<file path="src/dfa_pkg.sv">
// ---------------------------------------------------------------------------
// dfa_pkg
// Shared widths, command and register codes, and the search link type of the
// table-driven word acceptor.
// ---------------------------------------------------------------------------
`default_nettype none

package dfa_pkg;

  // Default sizing of the automaton
  localparam int MAX_STATES_DEF  = 16;
  localparam int MAX_SYMBOLS_DEF = 16;

  // Fixed field widths
  localparam int CHAR_W  = 8;
  localparam int SLOT_W  = 4;
  localparam int STATE_W = 4;
  localparam int COUNT_W = 5;
  localparam int MASK_W  = 16;
  localparam int CMD_W   = 2;

  // Alphabet slots are limited by the slot field
  localparam int SLOT_LIMIT = 16;

  // Command codes (carried in tuser)
  localparam logic [CMD_W-1:0] CMD_LOAD_ALPHA = 2'd0;
  localparam logic [CMD_W-1:0] CMD_LOAD_TRANS = 2'd1;
  localparam logic [CMD_W-1:0] CMD_WORD_CHAR  = 2'd2;

  // Configuration register indexes
  localparam logic REG_SYMBOL_COUNT = 1'b0;
  localparam logic REG_ACCEPT_MASK  = 1'b1;

  // Search link handed from one alphabet cell to the next
  typedef struct packed {
    logic              hit;
    logic [SLOT_W-1:0] slot;
  } link_t;

endpackage

`default_nettype wire

</file>
<file path="src/dfa_sym_cell.sv">
// ---------------------------------------------------------------------------
// dfa_sym_cell
// One alphabet slot: holds its character byte, compares it to the probe and
// passes the lowest matching slot on to the next cell.
// ---------------------------------------------------------------------------
`default_nettype none

module dfa_sym_cell (
  input  wire                        clk,
  input  wire                        wr_en,
  input  wire  [dfa_pkg::CHAR_W-1:0] wr_char,
  input  wire                        in_use,
  input  wire  [dfa_pkg::SLOT_W-1:0] cell_idx,
  input  wire  [dfa_pkg::CHAR_W-1:0] probe_char,
  input  wire  dfa_pkg::link_t       link_in,
  output dfa_pkg::link_t             link_out
);

  logic [dfa_pkg::CHAR_W-1:0] char_r;
  logic                       match;

  // Slot byte, written by an alphabet load
  always_ff @(posedge clk) begin
    if (wr_en) begin
      char_r <= wr_char;
    end
  end

  // Lowest slot wins: an upstream hit passes through untouched
  assign match = in_use && (char_r == probe_char);

  always_comb begin
    link_out.hit  = link_in.hit | match;
    link_out.slot = link_in.hit ? link_in.slot : cell_idx;
  end

endmodule

`default_nettype wire

</file>
<file path="src/dfa_trans_mem.sv">
// ---------------------------------------------------------------------------
// dfa_trans_mem
// Transition table: one write port, one read port with registered data.
// ---------------------------------------------------------------------------
`default_nettype none

module dfa_trans_mem #(
  parameter int DEPTH = 256,
  parameter int AW    = 8,
  parameter int DW    = 4
) (
  input  wire           clk,
  input  wire           wr_en,
  input  wire  [AW-1:0] wr_addr,
  input  wire  [DW-1:0] wr_data,
  input  wire           rd_en,
  input  wire  [AW-1:0] rd_addr,
  output logic [DW-1:0] rd_data
);

  logic [DW-1:0] mem_r [DEPTH];
  logic [DW-1:0] rd_data_r;

  always_ff @(posedge clk) begin
    if (wr_en) begin
      mem_r[wr_addr] <= wr_data;
    end
  end

  // Read data holds until the next read
  always_ff @(posedge clk) begin
    if (rd_en) begin
      rd_data_r <= mem_r[rd_addr];
    end
  end

  assign rd_data = rd_data_r;

endmodule

`default_nettype wire

</file>
<file path="src/dfa_word_acceptor.sv">
// ---------------------------------------------------------------------------
// dfa_word_acceptor
// Table-driven DFA word checker: alphabet search over a row of slot cells,
// next state from a transition table memory, one result per word.
// ---------------------------------------------------------------------------
// Load commands are taken back to back while no word character is in flight.
// A word character does not overlap the next: the alphabet search and table
// read are issued on acceptance and the state updates when the read data
// returns; in_tready stays low until then, as the next read needs that state.
// A word's result is registered when the lookup of its last character
// completes; while an earlier result still waits, that character holds.
// Synchronous active-low reset clears state, flags and registers
// (symbol_count = 1, accept_mask = 0); alphabet and table are not cleared.
`default_nettype none

module dfa_word_acceptor #(
  parameter int MAX_STATES  = dfa_pkg::MAX_STATES_DEF,
  parameter int MAX_SYMBOLS = dfa_pkg::MAX_SYMBOLS_DEF
) (
  input  wire         clk,
  input  wire         rst_n,
  // Input stream
  input  wire         in_tvalid,
  output logic        in_tready,
  input  wire  [23:0] in_tdata,  // symbol_char[7:0], symbol_slot[11:8],
                                 // from_state[15:12], to_state[19:16], zero pad
  input  wire  [1:0]  in_tuser,  // command
  input  wire         in_tlast,  // last_symbol
  // Result stream
  output logic        out_tvalid,
  input  wire         out_tready,
  output logic [7:0]  out_tdata, // word_valid[0], accepted[1], final_state[5:2],
                                 // zero pad
  // Configuration
  input  wire         cfg_wr_en,
  input  wire         cfg_index,
  input  wire  [15:0] cfg_wdata
);

  localparam int NCELL = (MAX_SYMBOLS < dfa_pkg::SLOT_LIMIT) ? MAX_SYMBOLS
                                                             : dfa_pkg::SLOT_LIMIT;
  localparam int DEPTH = MAX_SYMBOLS * MAX_STATES;
  localparam int AW    = (DEPTH > 1) ? $clog2(DEPTH) : 1;

  // Input field unpacking
  logic [dfa_pkg::CHAR_W-1:0]  f_char;
  logic [dfa_pkg::SLOT_W-1:0]  f_slot;
  logic [dfa_pkg::STATE_W-1:0] f_from;
  logic [dfa_pkg::STATE_W-1:0] f_to;

  assign f_char = in_tdata[7:0];
  assign f_slot = in_tdata[11:8];
  assign f_from = in_tdata[15:12];
  assign f_to   = in_tdata[19:16];

  // Registers
  logic                          busy_r;
  logic                          hit_r;
  logic                          last_r;
  logic [dfa_pkg::STATE_W-1:0]   state_r;
  logic                          bad_r;
  logic                          out_valid_r;
  logic [5:0]                    out_data_r;
  logic [dfa_pkg::COUNT_W-1:0]   symbol_count_r;
  logic [dfa_pkg::MASK_W-1:0]    accept_mask_r;

  logic                          in_fire;
  logic                          word_fire;
  logic                          done;
  logic [dfa_pkg::STATE_W-1:0]   state_nxt;
  logic                          bad_nxt;
  logic [dfa_pkg::STATE_W-1:0]   rd_data;
  logic [31:0]                   rd_addr_wide;
  logic [31:0]                   wr_addr_wide;
  logic                          trans_we;
  logic [dfa_pkg::STATE_W-1:0]   fs;
  logic                          word_ok;

  dfa_pkg::link_t links [NCELL+1];

  assign in_tready = !busy_r;
  assign in_fire   = in_tvalid && in_tready;
  assign word_fire = in_fire && (in_tuser == dfa_pkg::CMD_WORD_CHAR);

  // Configuration writes
  always_ff @(posedge clk) begin
    if (!rst_n) begin
      symbol_count_r <= dfa_pkg::COUNT_W'(1);
      accept_mask_r  <= '0;
    end else if (cfg_wr_en) begin
      unique case (cfg_index)
        dfa_pkg::REG_SYMBOL_COUNT: symbol_count_r <= cfg_wdata[dfa_pkg::COUNT_W-1:0];
        dfa_pkg::REG_ACCEPT_MASK:  accept_mask_r  <= cfg_wdata;
        default: ;
      endcase
    end
  end

  // Alphabet cell row: lowest in-use matching slot ripples down the chain
  assign links[0] = '0;

  for (genvar i = 0; i < NCELL; i++) begin : g_cell
    dfa_sym_cell u_cell (
      .clk        (clk),
      .wr_en      (in_fire && (in_tuser == dfa_pkg::CMD_LOAD_ALPHA) &&
                   (f_slot == dfa_pkg::SLOT_W'(i))),
      .wr_char    (f_char),
      .in_use     (dfa_pkg::COUNT_W'(i) < symbol_count_r),
      .cell_idx   (dfa_pkg::SLOT_W'(i)),
      .probe_char (f_char),
      .link_in    (links[i]),
      .link_out   (links[i+1])
    );
  end

  // Table addresses: slot-major, state-minor
  assign rd_addr_wide = 32'(links[NCELL].slot) * 32'(MAX_STATES) + 32'(state_r);
  assign wr_addr_wide = 32'(f_slot) * 32'(MAX_STATES) + 32'(f_from);
  assign trans_we     = in_fire && (in_tuser == dfa_pkg::CMD_LOAD_TRANS) &&
                        (32'(f_slot) < 32'(MAX_SYMBOLS)) &&
                        (32'(f_from) < 32'(MAX_STATES)) &&
                        (32'(f_to) < 32'(MAX_STATES));

  dfa_trans_mem #(
    .DEPTH (DEPTH),
    .AW    (AW),
    .DW    (dfa_pkg::STATE_W)
  ) u_trans_mem (
    .clk     (clk),
    .wr_en   (trans_we),
    .wr_addr (wr_addr_wide[AW-1:0]),
    .wr_data (f_to),
    .rd_en   (word_fire),
    .rd_addr (rd_addr_wide[AW-1:0]),
    .rd_data (rd_data)
  );

  // Once the table read returns: step the state; a last character waits for
  // the result register to free up
  assign state_nxt = hit_r ? rd_data : state_r;
  assign bad_nxt   = bad_r | !hit_r;
  assign done      = busy_r && (!last_r || !out_valid_r || out_tready);
  assign word_ok   = !bad_nxt;
  assign fs        = word_ok ? state_nxt : '0;

  always_ff @(posedge clk) begin
    if (!rst_n) begin
      busy_r  <= 1'b0;
      state_r <= '0;
      bad_r   <= 1'b0;
    end else if (word_fire) begin
      busy_r <= 1'b1;
    end else if (done) begin
      busy_r <= 1'b0;
      if (last_r) begin
        state_r <= '0;
        bad_r   <= 1'b0;
      end else begin
        state_r <= state_nxt;
        bad_r   <= bad_nxt;
      end
    end
  end

  // Search outcome of the character in flight
  always_ff @(posedge clk) begin
    if (word_fire) begin
      hit_r  <= links[NCELL].hit;
      last_r <= in_tlast;
    end
  end

  // Result register
  always_ff @(posedge clk) begin
    if (!rst_n) begin
      out_valid_r <= 1'b0;
    end else if (done && last_r) begin
      out_valid_r <= 1'b1;
    end else if (out_tready) begin
      out_valid_r <= 1'b0;
    end
  end

  always_ff @(posedge clk) begin
    if (done && last_r) begin
      out_data_r <= {fs, word_ok && accept_mask_r[fs], word_ok};
    end
  end

  assign out_tvalid = out_valid_r;
  assign out_tdata  = {2'b00, out_data_r};

  // Checks
  a_word_end_resets: assert property (@(posedge clk) disable iff (!rst_n)
    done && last_r |=> (state_r == '0) && !bad_r)
    else $error("state not cleared after end of word");

  a_invalid_zero: assert property (@(posedge clk) disable iff (!rst_n)
    out_valid_r && !out_data_r[0] |-> (out_data_r[5:1] == '0))
    else $error("invalid word carries nonzero state or accept");

  a_char_goes_busy: assert property (@(posedge clk) disable iff (!rst_n)
    word_fire |=> busy_r)
    else $error("word character did not start a lookup");

  a_result_not_lost: assert property (@(posedge clk) disable iff (!rst_n)
    busy_r && last_r && out_valid_r && !out_tready |=> busy_r && out_valid_r)
    else $error("pending result overwritten");

endmodule

`default_nettype wire

</file>
<file path="config.mk">
export PLATFORM = sky130hd
export DESIGN_NAME = dfa_word_acceptor
export DESIGN_NICKNAME = d
export VERILOG_FILES = /design/src/dfa_pkg.sv /design/src/dfa_sym_cell.sv /design/src/dfa_trans_mem.sv /design/src/dfa_word_acceptor.sv
export SDC_FILE = /design/constraint.sdc
export NUM_CORES = 1
export LEC_CHECK = 0
export BUFFER_PORTS_ARGS = -buffer_cell sky130_fd_sc_hd__buf_2
export CAP_MARGIN = 0
export CORE_ASPECT_RATIO = 2
export CORE_MARGIN = 4
export CORE_UTILIZATION = 30
export CTS_CLUSTER_DIAMETER = 30
export DETAILED_ROUTE_END_ITERATION = 12
export PLACE_DENSITY = 0.54
export SLEW_MARGIN = 20
export SYNTH_ARGS = -nofsm -noshare
export SYNTH_HDL_FRONTEND = slang
export SYNTH_SLANG_ARGS = --single-unit
</file>
<file path="constraint.sdc">
create_clock -name clk -period 3.05 [get_ports clk]
set_input_delay 0.61 -clock clk [delete_from_list [all_inputs] [get_ports clk]]
set_output_delay 0.61 -clock clk [all_outputs]
set_load 0.01 [all_outputs]
</file>
==> qor.txt <==
average vias per placed instance = 4.84
clock skew = 29.1 ps
crit path DAT = 3550 ps
Peak Freq = 324 MHz
sw power = 0.00713 W
largest cells by area after synthesis = edfxtp_1 (73%), mux4_2 (15%), nor2_1 (2.3%)
Mapped Avg Cell Area = 19.9 sq um
crit end category = register
first-pass GRT wire length = 180000 um
post-synthesis sequential area ratio = 74.5%
Mapped Area = 47700 sq um
post-route cell area = 56300 sq um
Pins Over Slew Limit = 0
sequential fraction of design power = 53.4%
worst reg-to-reg setup slack = -40 ps
Placed Instance Area = 52000 sq um
Placer Congestion = 0.840
hold path endpoint = last_r$_DFFE_PP_
largest net degree at the start of global routing = 82
clock group share of total power = 43.5%
die footprint = 166000 sq um
RSZ-0062 raised after global routing = yes
R2R Path Start = symbol_count_r[4]$_SDFFE_PN0P_
Layout Nets = 2695
Global Route Usage Sum = 14.8%
Final ANT Viol Nets = 0
Routed WL = 123000 um
Max VDD drop = 0.000514 V
violated checks = negative setup slack
max-cap viol count = 0
Critical Path RT = 3510 ps
Port Buffer Count = 52
clock root buffer = clkbuf_16
Slew HR = 44.7%
vias in the first global route = 25800
Period minus WS final = 3090 ps
CTS Sinks = 1192
Async SR Flop Fraction = 0%
Critical Path Start Type = register
Post-synth EDFFs = 1164
worst min-delay path class = input pin to register
maximum fanout along the worst path = 6
pwr dens = 599 nW/um^2
worst-margin pin slew = 829 ps
final setup vio count = 1
Clock transition at path regs = 70 ps
Max Root-Sink Buffers = 3
Synth top area share = 73.3%
synth unique cells = 65
Syn. warnings = 0
ys flop type = edfxtp_1
Comb power frac = 3.2%
die height = 572 um
post-synth top area cell = edfxtp_1
detailed placement HPWL = 86700 um
routed vias = 23400
Leak = 16.9 nW
critical path class = register to register
top-count cell post-synth = edfxtp_1
fillers = 14600
DR WL/cell = 25.6 um
commonest cells in the netlist = edfxtp_1 (1164), mux4_2 (322), nor2_1 (292), xnor2_1 (105), nand2_1 (93)
aggregate global routing overflow = 0
status = finished, violations left
worst hold stages = 1
final worst slack = -35.9 ps
Pre-antenna DRT Iters = 5
final hold viol count = 0
CTS tree = done
Register-to-Register Path Depth = 14
worst r2r dst = u_trans_mem.rd_data[0]$_DFFE_PP_
fin crit share = 101%
Synth Instances = 2394
synthesis-to-layout area growth = 18.0%
# DRC = 0
Initial Util = 30.2%
DR iter-0 viols = 2140
Internal = 0.0266 W
min-delay src = in_tlast
Synth Register Bits = 1192
Switching Share = 21.1%
core area = 158000 sq um
row count = 206
Setup WS pre-CTS = -650 ps
clock latency on the worst-skew pair = 710 ps
H-tree levels = 3
Num CTS Buffers = 114
Layout Utilization = 35.7%
die width = 290 um
io pins = 59
layout cells sized above 1 = 30.7%
initial antenna violation count = 3
-- placed cells by master, fill, tap and decap left out, drive strengths merged, types with 2 or more instances in the layout --
cell / synthesis / final
and2: 9 / 11
buf: 60 / 280
nand4: 30 / 30
edfxtp: 1164 / 1164
a2111oi: 2 / 2
nor4: 8 / 8
a21boi: 24 / 24
or4: 4 / 4
a211o: 2 / 2
a311o: 3 / 3
mux2i: 27 / 27
nor2b: 16 / 16
xnor2: 105 / 105
inv: 6 / 27
a31oi: 8 / 8
conb: 1 / 2
dfxtp: 28 / 28
nand2: 94 / 94
nor2: 292 / 292
diode: 0 / 4
clkinvlp: 0 / 10
a21oi: 6 / 6
clkbuf: 88 / 126
bufinv: 0 / 13
a22oi: 4 / 4
a311oi: 6 / 6
or2: 2 / 2
nand3: 12 / 12
o21ai: 6 / 6
clkinv: 0 / 45
or3: 2 / 2
mux4: 322 / 322
and3: 3 / 3
nor3: 7 / 7
o211ai: 3 / 3
xor2: 23 / 23
a211oi: 12 / 12
-- critical path: stages (launching register included) --
cell	delay [ps]
dfxtp_2	340
buf_4	150
or4_4	420
nand4_1	110
nor4_2	60
buf_4	150
and4b_4	320
a31o_1	200
o22ai_4	100
buf_12	160
buf_12	130
buf_4	130
a211oi_4	220
a311oi_2	70
a311o_1	290
-- power groups by stage --
stage / Combinational, W / Clock (W) / Sequential, W
after floorplan: 0.000441 / 0 / 0.0184
after global routing: 0.00115 / 0.0157 / 0.0180
after global placement: 0.00104 / 0 / 0.0184
after detailed placement: 0.00107 / 0 / 0.0184
after CTS: 0.00109 / 0.0150 / 0.0180
final: 0.00107 / 0.0147 / 0.0180
-- sequential cells by signal, indices dropped and copies added, names as in the netlist, 4 cells and up --
register / flops
g_cell.u_cell.char_r: 128
out_data_r: 6
u_trans_mem.mem_r: 1024
state_r: 4
symbol_count_r: 5
accept_mask_r: 16
u_trans_mem.rd_data: 4
-- through the flow --
step	total power, W	std cells	hold WS [ps]	setup TNS [ps]
final	0.0337	4828	107	-35.9
after global routing	0.0348	4825	75.9	-239
after CTS	0.0341	4825	58.0	0
after detailed placement	0.0194	4597	467	-2580
after global placement	0.0194	4597	452	-2910
after floorplan	0.0188	2395	440	0
-- worst max path at each step --
stage,from,cells after the start,slack (ps),end
after floorplan,in_tdata[2],13,10,u_trans_mem.rd_data[0]$_DFFE_PP_
after global placement,in_tdata[2],13,-690,u_trans_mem.rd_data[3]$_DFFE_PP_
after detailed placement,in_tdata[2],10,-650,u_trans_mem.rd_data[2]$_DFFE_PP_
after CTS,symbol_count_r[3]$_SDFFE_PN0P_,14,5,u_trans_mem.rd_data[1]$_DFFE_PP_
after global routing,symbol_count_r[4]$_SDFFE_PN0P_,14,-80,u_trans_mem.rd_data[0]$_DFFE_PP_
final,symbol_count_r[4]$_SDFFE_PN0P_,14,-40,u_trans_mem.rd_data[0]$_DFFE_PP_
-- timing repair --
item / in CTS / in global routing
resized for setup: 12 / 18
pin swaps: 8 / 9
setup endpoints to repair: 3 / 4
cloned: 4 / 0
hold buffers: 0 / 0
setup buffers: 10 / 1
hold endpoints to repair: 0 / 0
-- area by class of cell --
type                    count  area (sq um)  share of cell area [%]
diodes                      4          10.0                  0.0178
clock buffers             125          2940                    5.22
clock inverters            89           997                    1.77
inverters                   6          22.5                  0.0400
multi-input cells        1051         11600                    20.6
flip-flops and latches   1192         35500                    63.2
well taps                2080          2600                    4.63
repair buffers            281          2580                    4.59
-- metal layers --
| layer | share of wire [%] | GRT usage, % | wire length, um | vias to the layer above |
|---|---|---|---|---|
| li1 | - | - | - | 10100 |
| met1 | 33 | 14.7 | 40200 | 12500 |
| met2 | 59 | 29.9 | 72400 | 571 |
| met3 | 3.8 | 1.88 | 4630 | 195 |
| met4 | 5.0 | 6.90 | 6200 | 2 |
| met5 | 0.0089 | 0 | 11 | - |
-- kinds of logic after synthesis --
logic type	Yosys count	synth area share (%)
XOR/XNOR	128	2.35
other	1	0.00786
multiplexers	350	15.8
AND/OR/NAND/NOR	487	4.45
buffers and inverters	154	1.56
AO/OA/AOI/OAI	82	1.37
flip-flops	1192	74.5
No activity file was read; power rests on OpenSTA's default activity.
